### src/rtl/mps_pkg.sv
// ============================================================================
// mps_pkg
// Shared widths, register indexes, unit opcodes and the controller command
// bundle for the modular power sequence block.
// ============================================================================
package mps_pkg;

    localparam int DATA_W      = 63;
    localparam int IDX_W       = 6;
    localparam int LEN_W       = 7;
    localparam int CFG_IDX_W   = 1;
    localparam int MAX_POWERS_DEF = 64;

    // index of the top operand bit, one step per bit
    localparam logic [IDX_W-1:0] BIT_TOP = IDX_W'(DATA_W - 1);

    // configuration register indexes
    localparam logic [CFG_IDX_W-1:0] REG_MODULUS    = 1'b0;
    localparam logic [CFG_IDX_W-1:0] REG_KEY_LENGTH = 1'b1;

    // operations of the shared bit-serial unit
    localparam logic [1:0] OP_RDIV = 2'd0;   // secret mod (modulus - 1)
    localparam logic [1:0] OP_RMOD = 2'd1;   // element mod modulus
    localparam logic [1:0] OP_MUL  = 2'd2;   // element * secret mod modulus

    typedef struct packed {
        logic             load;       // capture base and secret
        logic             clear;      // zero the accumulator
        logic             step;       // one bit of the current operation
        logic [1:0]       op;
        logic [IDX_W-1:0] bit_idx;
        logic             wr_secret;  // step result replaces the secret
        logic             wr_cur;     // step result replaces the element
    } dp_cmd_t;

endpackage

### src/rtl/mps_item_if.sv
// ============================================================================
// mps_item_if
// Input channel: one base and secret per transfer.
// ============================================================================
interface mps_item_if;
    logic                          valid;
    logic                          ready;
    logic [mps_pkg::DATA_W-1:0]    base;
    logic [mps_pkg::DATA_W-1:0]    secret;

    modport source (output valid, output base, output secret, input ready);
    modport sink   (input valid, input base, input secret, output ready);
endinterface

### src/rtl/mps_key_if.sv
// ============================================================================
// mps_key_if
// Output channel: one key element per transfer.
// ============================================================================
interface mps_key_if;
    logic                          valid;
    logic                          ready;
    logic [mps_pkg::IDX_W-1:0]     power_index;
    logic [mps_pkg::DATA_W-1:0]    key_element;
    logic                          is_verifying_key;
    logic                          last;

    modport source (output valid, output power_index, output key_element,
                    output is_verifying_key, output last, input ready);
    modport sink   (input valid, input power_index, input key_element,
                    input is_verifying_key, input last, output ready);
endinterface

### src/rtl/modular_power_sequence.sv
// ============================================================================
// modular_power_sequence
// Emits base * s^i mod modulus for i = 0 .. key_length-1, s = secret mod
// (modulus - 1); element 0 is the base unreduced, element 1 is flagged.
// ============================================================================
// One item at a time. A single bit-serial modular unit handles one
// operand bit per cycle for the secret reduction, the base reduction and
// each multiply. Each element waits in place until transferred. modulus
// values below 2 act as 2; key_length is clamped to 2 .. MAX_POWERS.
module modular_power_sequence #(
    parameter int MAX_POWERS = mps_pkg::MAX_POWERS_DEF
) (
    input  logic                          clk,
    input  logic                          rst_n,
    input  logic                          cfg_we,
    input  logic [mps_pkg::CFG_IDX_W-1:0] cfg_index,
    input  logic [mps_pkg::DATA_W-1:0]    cfg_data,
    mps_item_if.sink                      item,
    mps_key_if.source                     key
);
    import mps_pkg::*;

    logic [DATA_W-1:0] modulus_reg;
    logic [LEN_W-1:0]  key_length_reg;
    logic [DATA_W-1:0] m_eff;
    logic [LEN_W-1:0]  len_eff;
    dp_cmd_t           cmd;

    always_ff @(posedge clk or negedge rst_n)
    begin
        if (!rst_n)
        begin
            modulus_reg    <= DATA_W'(2);
            key_length_reg <= LEN_W'(64);
        end
        else if (cfg_we)
        begin
            case (cfg_index)
                REG_MODULUS:    modulus_reg    <= cfg_data;
                REG_KEY_LENGTH: key_length_reg <= cfg_data[LEN_W-1:0];
                default:        ;
            endcase
        end
    end

    assign m_eff   = (modulus_reg < DATA_W'(2)) ? DATA_W'(2) : modulus_reg;
    assign len_eff = (key_length_reg < LEN_W'(2)) ? LEN_W'(2) :
                     (key_length_reg > LEN_W'(MAX_POWERS)) ? LEN_W'(MAX_POWERS) :
                     key_length_reg;

    mps_controller u_ctrl (
        .clk              (clk),
        .rst_n            (rst_n),
        .in_valid         (item.valid),
        .in_ready         (item.ready),
        .out_valid        (key.valid),
        .out_ready        (key.ready),
        .key_length       (len_eff),
        .power_index      (key.power_index),
        .is_verifying_key (key.is_verifying_key),
        .last             (key.last),
        .cmd              (cmd)
    );

    mps_datapath u_dp (
        .clk         (clk),
        .cmd         (cmd),
        .modulus     (m_eff),
        .base        (item.base),
        .secret      (item.secret),
        .key_element (key.key_element)
    );

    // no new item while an element is still pending
    a_no_overlap: assert property (@(posedge clk) disable iff (!rst_n)
        (item.valid && item.ready) |-> !key.valid)
        else $error("item accepted while element pending");

    // every element after the first is fully reduced
    a_reduced: assert property (@(posedge clk) disable iff (!rst_n)
        (key.valid && (key.power_index != '0)) |-> (key.key_element < m_eff))
        else $error("key element not reduced");

    // a multiply always separates consecutive elements
    a_gap: assert property (@(posedge clk) disable iff (!rst_n)
        (key.valid && key.ready && !key.last) |=> !key.valid)
        else $error("elements without a multiply between them");

    // the final element index matches the effective length
    a_last: assert property (@(posedge clk) disable iff (!rst_n)
        (key.valid && key.last) |-> ({1'b0, key.power_index} == (len_eff - LEN_W'(1))))
        else $error("last flag on wrong element");

endmodule

### src/rtl/mps_datapath.sv
// ============================================================================
// mps_datapath
// Operand registers and the shared bit-serial unit: restoring remainder or
// interleaved shift-add modular multiply, one operand bit per cycle.
// ============================================================================
module mps_datapath (
    input  logic                       clk,
    input  mps_pkg::dp_cmd_t           cmd,
    input  logic [mps_pkg::DATA_W-1:0] modulus,
    input  logic [mps_pkg::DATA_W-1:0] base,
    input  logic [mps_pkg::DATA_W-1:0] secret,
    output logic [mps_pkg::DATA_W-1:0] key_element
);
    import mps_pkg::*;

    logic [DATA_W-1:0] cur_reg;
    logic [DATA_W-1:0] sec_reg;
    logic [DATA_W-1:0] acc_reg;

    logic [DATA_W-1:0] divisor;
    logic              src_bit;
    logic [DATA_W:0]   rem_t;
    logic [DATA_W:0]   rem_r;
    logic [DATA_W:0]   mul_d;
    logic [DATA_W:0]   mul_d1;
    logic [DATA_W:0]   mul_d2;
    logic [DATA_W:0]   mul_d3;
    logic [DATA_W-1:0] step_res;

    assign divisor = (cmd.op == OP_RDIV) ? (modulus - DATA_W'(1)) : modulus;
    assign src_bit = (cmd.op == OP_RMOD) ? cur_reg[cmd.bit_idx] : sec_reg[cmd.bit_idx];

    always_comb
    begin
        // remainder: bring in the next dividend bit, subtract once
        rem_t = {acc_reg, src_bit};
        rem_r = (rem_t >= {1'b0, divisor}) ? (rem_t - {1'b0, divisor}) : rem_t;

        // multiply: double, reduce, conditionally add element, reduce
        mul_d  = {acc_reg, 1'b0};
        mul_d1 = (mul_d >= {1'b0, modulus}) ? (mul_d - {1'b0, modulus}) : mul_d;
        mul_d2 = src_bit ? (mul_d1 + {1'b0, cur_reg}) : mul_d1;
        mul_d3 = (mul_d2 >= {1'b0, modulus}) ? (mul_d2 - {1'b0, modulus}) : mul_d2;

        step_res = (cmd.op == OP_MUL) ? mul_d3[DATA_W-1:0] : rem_r[DATA_W-1:0];
    end

    always_ff @(posedge clk)
    begin
        if (cmd.clear)
        begin
            acc_reg <= '0;
        end
        else if (cmd.step)
        begin
            acc_reg <= step_res;
        end

        if (cmd.load)
        begin
            cur_reg <= base;
        end
        else if (cmd.wr_cur)
        begin
            cur_reg <= step_res;
        end

        if (cmd.load)
        begin
            sec_reg <= secret;
        end
        else if (cmd.wr_secret)
        begin
            sec_reg <= step_res;
        end
    end

    assign key_element = cur_reg;

endmodule

### src/rtl/mps_controller.sv
// ============================================================================
// mps_controller
// Sequencer: secret reduction, then per element an emit, each but the
// last followed by one modular multiply (the first after a base reduction).
// ============================================================================
module mps_controller (
    input  logic                      clk,
    input  logic                      rst_n,
    input  logic                      in_valid,
    output logic                      in_ready,
    output logic                      out_valid,
    input  logic                      out_ready,
    input  logic [mps_pkg::LEN_W-1:0] key_length,
    output logic [mps_pkg::IDX_W-1:0] power_index,
    output logic                      is_verifying_key,
    output logic                      last,
    output mps_pkg::dp_cmd_t          cmd
);
    import mps_pkg::*;

    localparam logic [2:0] ST_IDLE = 3'd0;
    localparam logic [2:0] ST_RED  = 3'd1;
    localparam logic [2:0] ST_EMIT = 3'd2;
    localparam logic [2:0] ST_PREP = 3'd3;
    localparam logic [2:0] ST_MUL  = 3'd4;

    logic [2:0]       state_reg, state_next;
    logic [IDX_W-1:0] bit_reg, bit_next;
    logic [IDX_W-1:0] idx_reg, idx_next;
    logic             last_elem;

    assign last_elem = ({1'b0, idx_reg} == (key_length - LEN_W'(1)));

    always_comb
    begin
        state_next    = state_reg;
        bit_next      = bit_reg;
        idx_next      = idx_reg;
        in_ready      = 1'b0;
        out_valid     = 1'b0;
        cmd.load      = 1'b0;
        cmd.clear     = 1'b0;
        cmd.step      = 1'b0;
        cmd.wr_secret = 1'b0;
        cmd.wr_cur    = 1'b0;
        cmd.bit_idx   = bit_reg;
        cmd.op        = OP_MUL;

        case (state_reg)
            ST_IDLE:
            begin
                in_ready = 1'b1;
                if (in_valid)
                begin
                    cmd.load   = 1'b1;
                    cmd.clear  = 1'b1;
                    bit_next   = BIT_TOP;
                    idx_next   = '0;
                    state_next = ST_RED;
                end
            end
            ST_RED:
            begin
                cmd.op   = OP_RDIV;
                cmd.step = 1'b1;
                if (bit_reg == '0)
                begin
                    cmd.wr_secret = 1'b1;
                    state_next    = ST_EMIT;
                end
                else
                begin
                    bit_next = bit_reg - IDX_W'(1);
                end
            end
            ST_EMIT:
            begin
                out_valid = 1'b1;
                if (out_ready)
                begin
                    if (last_elem)
                    begin
                        state_next = ST_IDLE;
                    end
                    else
                    begin
                        cmd.clear  = 1'b1;
                        bit_next   = BIT_TOP;
                        idx_next   = idx_reg + IDX_W'(1);
                        // base may exceed the modulus: reduce it once first
                        state_next = (idx_reg == '0) ? ST_PREP : ST_MUL;
                    end
                end
            end
            ST_PREP:
            begin
                cmd.op   = OP_RMOD;
                cmd.step = 1'b1;
                if (bit_reg == '0)
                begin
                    cmd.wr_cur = 1'b1;
                    cmd.clear  = 1'b1;
                    bit_next   = BIT_TOP;
                    state_next = ST_MUL;
                end
                else
                begin
                    bit_next = bit_reg - IDX_W'(1);
                end
            end
            ST_MUL:
            begin
                cmd.op   = OP_MUL;
                cmd.step = 1'b1;
                if (bit_reg == '0)
                begin
                    cmd.wr_cur = 1'b1;
                    state_next = ST_EMIT;
                end
                else
                begin
                    bit_next = bit_reg - IDX_W'(1);
                end
            end
            default:
            begin
                state_next = ST_IDLE;
            end
        endcase
    end

    always_ff @(posedge clk or negedge rst_n)
    begin
        if (!rst_n)
        begin
            state_reg <= ST_IDLE;
            bit_reg   <= '0;
            idx_reg   <= '0;
        end
        else
        begin
            state_reg <= state_next;
            bit_reg   <= bit_next;
            idx_reg   <= idx_next;
        end
    end

    assign power_index      = idx_reg;
    assign is_verifying_key = (idx_reg == IDX_W'(1));
    assign last             = last_elem;

endmodule
### src/flat_wrapper.sv
// flat-port wrapper written by rule: the top's interface ports become plain ports
module modular_power_sequence_flat import mps_pkg::*;
#(
    parameter int MAX_POWERS = mps_pkg::MAX_POWERS_DEF
)
  (clk, rst_n, cfg_we, cfg_index, cfg_data, item_valid, item_base, item_secret, item_ready, key_valid, key_power_index, key_key_element, key_is_verifying_key, key_last, key_ready);
  mps_item_if item_i ();
  mps_key_if key_i ();
  input  logic clk;
  input  logic rst_n;
  input  logic cfg_we;
  input  logic [mps_pkg::CFG_IDX_W-1:0] cfg_index;
  input  logic [mps_pkg::DATA_W-1:0] cfg_data;
  input wire logic [$bits(item_i.valid)-1:0] item_valid;
  input wire logic [$bits(item_i.base)-1:0] item_base;
  input wire logic [$bits(item_i.secret)-1:0] item_secret;
  output wire logic [$bits(item_i.ready)-1:0] item_ready;
  output wire logic [$bits(key_i.valid)-1:0] key_valid;
  output wire logic [$bits(key_i.power_index)-1:0] key_power_index;
  output wire logic [$bits(key_i.key_element)-1:0] key_key_element;
  output wire logic [$bits(key_i.is_verifying_key)-1:0] key_is_verifying_key;
  output wire logic [$bits(key_i.last)-1:0] key_last;
  input wire logic [$bits(key_i.ready)-1:0] key_ready;
  assign item_i.valid = item_valid;
  assign item_i.base = item_base;
  assign item_i.secret = item_secret;
  assign item_ready = item_i.ready;
  assign key_valid = key_i.valid;
  assign key_power_index = key_i.power_index;
  assign key_key_element = key_i.key_element;
  assign key_is_verifying_key = key_i.is_verifying_key;
  assign key_last = key_i.last;
  assign key_i.ready = key_ready;
  modular_power_sequence #(.MAX_POWERS(MAX_POWERS)) u_core (.clk(clk), .rst_n(rst_n), .cfg_we(cfg_we), .cfg_index(cfg_index), .cfg_data(cfg_data), .item(item_i), .key(key_i));
endmodule
### config.mk
export PLATFORM = sky130hd
export DESIGN_NAME = modular_power_sequence_flat
export DESIGN_NICKNAME = d
export VERILOG_FILES = /design/src/rtl/mps_pkg.sv /design/src/rtl/mps_item_if.sv /design/src/rtl/mps_key_if.sv /design/src/rtl/modular_power_sequence.sv /design/src/rtl/mps_datapath.sv /design/src/rtl/mps_controller.sv /design/src/flat_wrapper.sv
export SDC_FILE = /design/constraint.sdc
export NUM_CORES = 1
export LEC_CHECK = 0
export BUFFER_PORTS_ARGS = -buffer_cell sky130_fd_sc_hd__buf_2
export CORE_UTILIZATION = 46
export DETAILED_ROUTE_END_ITERATION = 8
export HOLD_SLACK_MARGIN = 0.02
export SLEW_MARGIN = 20
export SYNTH_ARGS = -nofsm -noshare
export SYNTH_HDL_FRONTEND = slang
export SYNTH_SLANG_ARGS = --single-unit
### constraint.sdc
create_clock -name clk -period 11.8 [get_ports clk]
set_clock_uncertainty 0.2 [all_clocks]
set_input_delay 2.36 -clock clk [delete_from_list [all_inputs] [get_ports clk]]
set_output_delay 2.36 -clock clk [all_outputs]
set_load 0.1 [all_outputs]
==> impl_results.md <==
* Sequential share of the synthesized area at 0.223
* Commonest cells post-synth: nand2_1, o21ai_0, a21oi_1, nor2_1, ha_1
* Initial antenna violation count at 3
* DP HPWL at 119 mm
* Top cells by area, synth: edfxtp_1, ha_1, nand2_1
* Core Region at 68900 sq um
* Clk slew on worst S/H paths at 0.06 ns
* TritonCTS clock tree: built
* Final WS setup at 0.474 ns
* Yosys top cell area share at 0.117
* Distinct cell type count after synthesis at 90
* Slew Limit Fails at 0
* GRT busiest layer: met1
* Chip Height at 267 um
* Layout cells sized above 1 at 0.140
* RSZ-0062 raised after global routing: no
* Xor and xnor area share after synthesis at 0.0764
* Post-synthesis simple-gate area fraction at 0.207
* Via count at 34700
* Rows at 96
* Clk buf depth at 3
* Area of the multi-input gates at 23800 sq um
* Critical Path Most Common Cell: o21ai_0
* Crit path largest cell delay at 0.61 ns
* Core Util, Final at 0.527
* Nets at 4917
* Post-synthesis mux area share at 0.0631
* # port buffers at 267
* Hold/Removal Path Class: reg -> reg
* FF/Latch Area at roughly 7000 sq um
* Vias in the first global route at 31100
* Largest delay contributor family on the critical path: compound AO/OA/AOI/OAI gates
* Via density at 6.40
* Post-synthesis register bit count at 274
* Area Overhead vs Synth at 12.7%
* DR iter-0 viols at 4674
* # DRC at 0
* Post-Synth Adder-Cell Area at 0.103
* Met1 usage at 0.599
* H-Tree Depth at 2
* Top-count cell post-synth: nand2_1
* Die W at 267 um
* Synth async-reset ratio at 0.310
* Global route overflow at 0
* Largest area contributor in the netlist: edfxtp_1
* Syn avg cell area at 7.59 sq um
* Fin crit share at 0.960
* FMAX at 0.0883 GHz
* Primary FF master, synth: edfxtp_1
* Pre-CTS setup slack at -0.00221 ns
* Required time worst endpoint at 11.92 ns
* GP Congestion at 1.06
* Syn Inst Count at 4247
* Worst Tran Pin Value at 1.21 ns
* Grt met3 use at 0.129
* Hold buffer count at CTS at 0
* Num ports at 268
* CTS buffer count at 38
* Crit path DAT at between 10 and 15 ns
* Fin crit period at 11.33 ns
* Final hold vios at 0
* Worst Path Max Fanout at 7
* Total wire length at 146 mm
* Ys Warns at 0
* Post-Syn Area at 32200 sq um
* Slew headroom at 0.194
* Global-route usage over all layers at 0.398
* Largest family of logic cells by synthesized area: compound AO/OA/AOI/OAI gates
* Initial Utilization at 0.467
* Buf/Inv on CP at 2
* Number of fill cells at about 6900
* Syn_nets at 4705
* ANT nets after route at 1
* Slowest-stage cell, CP: or4_1
* Violated checks: antenna rules
* Crit start category: flop
* Maximum number of pins on one net before global-route repair at 105
* Clock Latency Late Sink at 0.61 ns
* Grt met2 use at 0.528
* Die ar. at 71100 sq um
* CP endpoint kind: flop
* Max-cap violations at 0
* Clock Sink Count at 274
* Compound-gate portion of the synthesized area at 0.283
* DR pass1 iterations at 7
* DR WL/cell at between 20 and 30 um
* Critical path class: reg -> reg
* Root cell of the clock tree: clkbuf_16
* First-pass GRT wire length at 206 mm
* Setup Viol. Count Final at 0
* EDFF count, synth at 126
* Run status: complete, but fails checks
==> cells in the final DEF (no fill, tap or decap), drive strengths merged, types with 96 or more instances in the layout <==
master / netlist / layout
nor2: 326 / 326
o21ai: 403 / 403
buf: 24 / 396
inv: 149 / 154
ha: 259 / 259
a21oi: 372 / 372
a21o: 117 / 117
edfxtp: 126 / 126
xnor2: 185 / 185
xor2: 96 / 96
nand2: 593 / 593
==> through the flow <==
stage                     setup TNS [ns]  std cells  area, sq um  hold WS, ns
final                                  0       5426        36300        0.365
after global routing                   0       5420        36300        0.384
after CTS                              0       5418        36200        0.362
after detailed placement        -0.00221       5348        34900        0.350
after global placement                 0       5348        34900        0.347
after floorplan                        0       4247        32200        0.259
==> metal layers <==
| metal | up-vias | wire length, um |
|---|---|---|
| met4 | 2 | 4360 |
| met2 | 2060 | 54700 |
| met5 | - | 13 |
| met1 | 16300 | 65900 |
| li1 | 16200 | - |
| met3 | 195 | 20800 |
==> what timing repair did <==
| action | in CTS | in global routing |
|---|---|---|
| gates resized for setup | 0 | 16 |
| endpoints found under the setup margin | 0 | 189 |
| setup buffers | 0 | 2 |
==> cell families after synthesis <==
| family | count (synthesis) |
|---|---|
| AND/OR/NAND/NOR | 1458 |
| AO/OA/AOI/OAI | 1438 |
| buffers and inverters | 374 |
| XOR/XNOR | 281 |
| flip-flops | 274 |
| adder cells (fa/ha/maj) | 263 |
| multiplexers | 159 |
==> final timing paths <==
kind,start,endpoint,slack [ns],depth (start not counted)
setup / recovery,u_core.modulus_reg[49],u_core.u_dp.key_element[62],0.47,38
hold / removal,u_core.key_length_reg[0],u_core.key_length_reg[0],0.36,1
setup reg to reg,u_core.modulus_reg[49],u_core.u_dp.key_element[62],0.47,38
hold reg to reg,u_core.key_length_reg[0],u_core.key_length_reg[0],0.36,1
max in group asynchronous,rst_n,u_core.modulus_reg[30],8.78,2
min in group asynchronous,rst_n,u_core.u_ctrl.power_index[3],1.49,1
==> layout make-up <==
cell class | count | share of cell area
Multi-Input combinational cell | 3599 | 0.654
Sequential cell | 274 | 0.198
Inverter | 150 | 0.0155
Clock inverter | 24 | 0.00861
Antenna cell | 6 | 0.000413
Tap cell | 931 | 0.0321
Clock buffer | 46 | 0.0270
Timing Repair Buffer | 396 | 0.0646
Power is not shown: default switching activity piles up to over one toggle a cycle in this logic, so the estimate is an artifact.
